===== src/design/wrps_pkg.sv =====
package wrps_pkg;

    localparam logic [1:0] FUNC_CLEAR  = 2'd0;
    localparam logic [1:0] FUNC_APPEND = 2'd1;
    localparam logic [1:0] FUNC_PICK   = 2'd2;
    localparam logic [1:0] FUNC_UNUSED = 2'd3;

    localparam logic [1:0] ST_OK    = 2'd0;
    localparam logic [1:0] ST_EMPTY = 2'd1;
    localparam logic [1:0] ST_FULL  = 2'd2;
    localparam logic [1:0] ST_BAD   = 2'd3;

    localparam int TOTAL_W = 30;
    localparam logic [TOTAL_W-1:0] TOTAL_LIMIT = 30'h3FFFFFFF;

    typedef struct packed {
        logic        start;
        logic [30:0] dividend;
        logic [29:0] divisor;
    } t_div_req;

    typedef struct packed {
        logic        done;
        logic [30:0] quotient;
        logic [29:0] remainder;
    } t_div_rsp;

endpackage


===== src/design/wrps_div.sv =====
module wrps_div (
    input  logic              i_clk,
    input  logic              i_rst_n,
    input  wrps_pkg::t_div_req i_req,
    output wrps_pkg::t_div_rsp o_rsp
);

    logic [30:0] r_quot;
    logic [30:0] n_quot;
    logic [30:0] r_rem;
    logic [30:0] n_rem;
    logic [29:0] r_dvs;
    logic [4:0]  r_cnt;
    logic        r_busy;
    logic        r_done;
    logic [31:0] trial;

    assign trial = {r_rem, r_quot[30]} - {2'b00, r_dvs};

    always_comb begin
        n_quot = {r_quot[29:0], 1'b0};
        n_rem  = {r_rem[29:0], r_quot[30]};
        if (!trial[31]) begin
            n_rem     = trial[30:0];
            n_quot[0] = 1'b1;
        end
    end

    always_ff @(posedge i_clk) begin
        if (!i_rst_n) begin
            r_busy <= 1'b0;
            r_done <= 1'b0;
        end else begin
            r_done <= 1'b0;
            if (i_req.start) begin
                r_busy <= 1'b1;
                r_cnt  <= 5'd0;
                r_quot <= i_req.dividend;
                r_rem  <= '0;
                r_dvs  <= i_req.divisor;
            end else if (r_busy) begin
                r_quot <= n_quot;
                r_rem  <= n_rem;
                r_cnt  <= r_cnt + 5'd1;
                if (r_cnt == 5'd30) begin
                    r_busy <= 1'b0;
                    r_done <= 1'b1;
                end
            end
        end
    end

    assign o_rsp.done      = r_done;
    assign o_rsp.quotient  = r_quot;
    assign o_rsp.remainder = r_rem[29:0];

endmodule


===== config.mk =====
export PLATFORM = sky130hd
export DESIGN_NAME = wrps_div
export DESIGN_NICKNAME = d
export VERILOG_FILES = /design/src/design/wrps_pkg.sv /design/src/design/wrps_div.sv
export SDC_FILE = /design/constraint.sdc
export NUM_CORES = 1
export LEC_CHECK = 0
export BUFFER_PORTS_ARGS = -buffer_cell sky130_fd_sc_hd__buf_2
export CAP_MARGIN = 20
export CORE_MARGIN = 8
export CORE_UTILIZATION = 50
export DETAILED_ROUTE_END_ITERATION = 7
export PLACE_DENSITY = 0.77
export SLEW_MARGIN = 20
export SYNTH_ARGS = -nofsm -noshare
export SYNTH_HDL_FRONTEND = slang
export SYNTH_SLANG_ARGS = --single-unit

===== constraint.sdc =====
create_clock -name i_clk -period 8.6 [get_ports i_clk]
set_input_delay 1.72 -clock i_clk [delete_from_list [all_inputs] [get_ports i_clk]]
set_output_delay 1.72 -clock i_clk [all_outputs]
set_load 0.05 [all_outputs]

# ---- Word level (Yosys, flattened, before mapping)
# Cells that the tools add are included.
dict set report op_classes {
  reduce_logical 4
  eq_ne 1
  n_addsub 2
  muxes 10
  n_bitwise 2
}
# cell count
set ops {}
lappend ops {{2-to-1 mux 31 bit} 4}
lappend ops {{subtractor 32 x 30 -> 32 bit} 1}
lappend ops {{adder 5 x 1 -> 5 bit (second input constant)} 1}
lappend ops {{equality test 5 bit (second input constant)} 1}
lappend ops {{2-to-1 mux 1 bit} 5}
lappend ops {{2-to-1 mux 5 bit} 1}
lappend ops {{AND reduction 2 bit} 2}
lappend ops {{OR reduction 3 bit} 1}
lappend ops {{inverter 1 bit} 2}
lappend ops {{nonzero test 2 bit} 1}
dict set report totals {
  elab_cells 25
  output_inout_bits 62
  reg_bits 99
}

# ---- Logic depth before layout (Yosys ltp)
dict set report depth {
  word_depth 4
  ltp_mapped 15
}

# ---- Worst setup path after synthesis
# OpenSTA, ideal clock, no wires.
dict set report synth_timing {
  kind {input to register}
  start {in i_req[61] in the netlist's numbering}
  end {reg r_cnt[0], enable pin}
  t_required_ns 8.169
  arrival_ns 3.538
  setup_ns 0.431
  path_slack_ns 4.631
  path_stages 2
  n_path_buf 1
  cell_sequence {clkbuf_1 o21a_1}
}
dict set report synth_via {
  elab_chain_cells 2
}
# item line_no
set synth_lines {}
lappend synth_lines {{start, declared} wrps_div.sv:4} ;# input wrps_pkg::t_div_req i_req,
lappend synth_lines {{nonzero test 2 bit (no source line)} n/a}
lappend synth_lines {{AND reduction 2 bit (no source line)} n/a}
lappend synth_lines {{end signal, assigned} wrps_div.sv:44} ;# r_cnt <= r_cnt + 5'd1;
lappend synth_lines {{end, declared} wrps_div.sv:13} ;# logic [4:0] r_cnt;
# No other way between the ends.
# A chain may end at the register's enable or synchronous reset.

# ---- Worst setup path after layout
dict set report layout_timing {
  start {reg r_rem[13]}
  end {reg r_rem[30] (data pin)}
}
dict set report layout_via {
  elab_chain_cells 3
}
# item line_no
set layout_lines {}
lappend layout_lines {{start, declared} wrps_div.sv:10} ;# logic [30:0] r_rem;
lappend layout_lines {{start signal, assigned} wrps_div.sv:43} ;# r_rem <= n_rem;
lappend layout_lines {{subtractor 32 x 30 -> 32 bit} wrps_div.sv:18} ;# assign trial = {r_rem, r_quot[30]} - {2'b00, r_dvs};
lappend layout_lines {{2-to-1 mux 31 bit} wrps_div.sv:23} ;# if (!trial[31]) begin
lappend layout_lines {{2-to-1 mux 31 bit} wrps_div.sv:41} ;# end else if (r_busy) begin
# No other way between the ends. The select of a mux whose other input is x is not followed.

==> Implementation_results.wiki <==
{| class="wikitable"
! Metric !! Value
|-
| Final Skew || between 0.01 and 0.015 ns
|-
| Die height || ~120 microns
|-
| Worst Reg-to-Reg Cells || 12
|-
| Cell taking the most area after synthesis || sky130_fd_sc_hd__edfxtp_1
|-
| Worst reg2reg setup slack || 4.95 ns
|-
| Post-synthesis net count || 604
|-
| Number of global-route vias before repair || 4490
|-
| Async set-reset flop share out of synthesis || 0
|-
| Top library cells by usage in the layout, fill and taps aside || 125 x sky130_fd_sc_hd__buf_2, 97 x sky130_fd_sc_hd__edfxtp_1, 37 x sky130_fd_sc_hd__inv_1, 37 x sky130_fd_sc_hd__nor2_1, 32 x sky130_fd_sc_hd__ha_1
|-
| Routed length per placed instance || 17.6 microns
|-
| Dominant cell type by count on the critical path || sky130_fd_sc_hd__nand3_1
|-
| Latest clock arrival within the worst-skew pair || 0.36 ns
|-
| Timing endpoint of the critical path || r_rem[30]$_SDFFCE_PP0P_
|-
| Initial Util || 0.514
|-
| Clock transition time at the flip-flop clock pins of the worst setup and hold paths || 0.07 ns
|-
| Clock tree buffer depth || 2
|-
| Via count || ~4200
|-
| CP max stage cell || sky130_fd_sc_hd__buf_4
|-
| Post-Synthesis Cell Area || 5920 sq um
|-
| Type of the worst setup path || reg -> reg
|-
| CP required || between 8 and 9 ns
|-
| Result of the run || finished, final reports clean
|-
| Number of buffers and inverters on the critical path || 1
|-
| Overall power after layout || between 1 and 1.5 mW
|-
| Cell Chain, Critical Path || ha_1 > a21oi_2 > o21ai_1 > a21o_1 > a2111o_1 > o211ai_2 > o211ai_4 > nand3_1 > nor3b_4 > buf_4 > nand3_1 > mux2_1
|-
| Arrival time of the worst setup path || 3.76 ns
|-
| Switching power total || 0.509 mW
|-
| Die boundary width || about 120 microns
|-
| Global-route wire length before repair || 21500 microns
|-
| Global placement routability congestion || 0.871
|-
| P_leak || 2.85 nW
|-
| Cells after Synth || 507
|-
| Number of detailed-routing iterations run before antenna repair || 4
|-
| Relative slew slack || 0.430
|-
| EDFF count, synth || 97
|-
| All-layer global routing usage || 0.172
|-
| Nets || ~700
|-
| Std-Cell Core Area || 11500 sq um
|-
| Setup-failing EPs final || 0
|-
| Power per Cell Area || 218 nW/um^2
|-
| # IOs || roughly 130
|-
| CP Launch Type || flop
|-
| Number of synthesized register bits || 99
|-
| Final worst-path cycle share || 0.425
|-
| Crit-path max FO || 37
|-
| Yosys warning total || 0
|-
| Drt initial violations || 213
|-
| Overall overflow remaining after global route || 0
|-
| Via density per instance || ~5.6
|-
| Count of instances resized after the clock tree is built || 0
|-
| Number of antenna violations at the first check in global routing || 0
|-
| Internal portion of total power || around 0.96 mW
|-
| Clock tree from TritonCTS || yes
|-
| Predominant post-synthesis flop cell || sky130_fd_sc_hd__edfxtp_1
|-
| Synth area leaders || sky130_fd_sc_hd__edfxtp_1 49%, sky130_fd_sc_hd__ha_1 6.8%, sky130_fd_sc_hd__mux2_2 5.9%, sky130_fd_sc_hd__buf_4 4.2%, sky130_fd_sc_hd__mux2i_1 2.9%
|-
| Part of the power in registers || 0.415
|-
| R2r startpoint || r_rem[13]$_SDFFCE_PP0P_
|-
| Sequential fraction of the synthesis area || 0.498
|-
| Post-cts hold buffer count || 0
|-
| Fin. Hold Viols || 0
|-
| Max-cap viol count || 0
|-
| Die footprint || 15600 sq um
|-
| Residual antenna-violating net count after detailed routing || 0
|-
| Crit path depth || 12
|-
| Number of library cell types mapped by synthesis || 57
|-
| Count of buffers from port buffering || around 130
|-
| DRC Markers || 0
|-
| Setup repair after global routing missed its margin || false
|-
| Gate power share || 0.326
|-
| Origin of the worst setup path || r_rem[13]$_SDFFCE_PP0P_
|-
| Placed wire-length estimate || 9710 microns
|-
| Most common library cell in the layout ignoring fill and taps || sky130_fd_sc_hd__buf_2
|-
| Part of the power in the clock network || 0.260
|-
| Clock tree sinks || slightly below 100
|-
| Number of levels in the clock H-tree || 3
|-
| Cell at the root of the clock tree || sky130_fd_sc_hd__clkbuf_16
|-
| Site Rows || 39
|-
| Total CTS buffers || 9
|-
| Maximum number of pins on one net before global-route repair || 72
|-
| Share of cells above drive strength 1 || 0.320
|-
| Worst setup EP type || flop
|-
| Max-slew violation count || 0
|-
| Destination of the worst register-to-register timing path || r_rem[30]$_SDFFCE_PP0P_
|-
| Wirelength, routed || 13200 microns
|-
| Worst min-delay path category || reg -> reg
|-
| Actual slew at the worst max-slew pin || 0.855 ns
|-
| Area growth from synthesis to final layout || 13.3%
|-
| Achievable Freq || 274 MHz
|-
| Critical Path Max Stage Delay || 0.51 ns
|-
| Clock period minus worst slack || 3.65 ns
|-
| Switching portion of total power || 0.347
|-
| Diodes inserted || 0
|-
| Cell class contributing the biggest share of worst-path delay || compound AO/OA/AOI/OAI gates
|-
| Synthesized area per cell || 11.7 sq um
|-
| Post-synth top area share || 0.492
|-
| Total Negative Setup Slacks || 0 ns
|-
| Buffer count from post-CTS setup fixing || 0
|-
| Maximum VDD drop || 0.144 mV
|}
[sequential cells by signal, indices dropped and copies added, names as in the netlist]
name    count
r_quot     31
r_done      1
r_busy      1
r_dvs      30
r_rem      31
r_cnt       5
[Yosys cell counts, drive strengths merged (2+ instances only)]
| cell | instances |
|---|---|
| a211o | 2 |
| a211oi | 9 |
| a21o | 10 |
| a21oi | 32 |
| a2bb2oi | 2 |
| and3 | 2 |
| and4 | 2 |
| buf | 38 |
| clkbuf | 8 |
| dfxtp | 2 |
| edfxtp | 97 |
| ha | 32 |
| inv | 37 |
| mux2 | 34 |
| mux2i | 17 |
| nand2 | 19 |
| nand2b | 4 |
| nand3 | 17 |
| nand4 | 4 |
| nor2 | 39 |
| nor2b | 5 |
| nor3 | 8 |
| o211ai | 7 |
| o21a | 7 |
| o21ai | 22 |
| o31a | 2 |
| or3 | 2 |
| xnor2 | 18 |
| xor2 | 10 |
[power by group through the flow]
stage / clock, mW / sequential [mW] / combinational (mW)
finish: 0.381 / 0.608 / 0.477
global route: 0.409 / 0.613 / 0.519
CTS: 0.391 / 0.608 / 0.479
detailed placement: 0 / 0.618 / 0.477
global placement: 0 / 0.617 / 0.464
floorplan: 0 / 0.645 / 0.373
[worst min-delay path: cells and delay by family, from the launching register on]
kind             cells  cell delay (ns)
flip-flops           1             0.32
AND/OR/NAND/NOR      2             0.09
[layer usage]
metal / GRT usage / wire [microns] / part of all wire / vias up
li1: - / - / - / 2016
met2: 0.279 / 6090 / 0.46 / 137
met4: 0.0695 / 244 / 0.018 / 0
met5: 0 / 0 / 0 / -
met3: 0.0728 / 1060 / 0.080 / 18
met1: 0.196 / 5800 / 0.44 / 1989
[metrics by stage]
step	utilization	instance area (sq um)	setup WS [ns]	instances	hold slack, ns
floorplan	-	5920	4.63	507	0.415
global placement	0.559	6430	4.32	733	0.441
detailed placement	0.559	6430	4.22	733	0.452
CTS	0.582	6700	4.62	749	0.462
global route	0.583	6710	4.76	749	0.490
finish	0.583	6710	4.95	749	0.468
[area by class of cell]
class,instances,area (sq um)
clock inverter,5,38.8
clock buffer,11,233
sequential,99,2950
inverter,37,139
tap,143,179
timing repair buffer,129,656
multi-input combinational,325,2510
fill,971,4810
[cells by family (layout without fill, tap and decap cells)]
kind of cell	Yosys count	in the layout	synth area share
compound gates	105	105	0.127
flops	99	99	0.498
buf+inv	83	182	0.0798
fa+ha+maj	33	33	0.0710
xor+xnor	28	28	0.0414
mux	51	51	0.0946
simple gates	108	108	0.0881
[worst min-delay path by stage]
stage | startpoint | end | slack (ns) | cells past startpoint
6_report | r_busy$_SDFF_PN0_ | r_done$_SDFF_PP0_ | 0.47 | 2
5_1_grt | r_busy$_SDFF_PN0_ | r_done$_SDFF_PP0_ | 0.49 | 2
4_1_cts | r_busy$_SDFF_PN0_ | r_done$_SDFF_PP0_ | 0.46 | 2
3_5_place_dp | r_busy$_SDFF_PN0_ | r_done$_SDFF_PP0_ | 0.45 | 2
3_3_place_gp | r_busy$_SDFF_PN0_ | r_done$_SDFF_PP0_ | 0.44 | 2
2_1_floorplan | r_busy$_SDFF_PN0_ | r_done$_SDFF_PP0_ | 0.41 | 2
(Power assumes the default switching activity.)
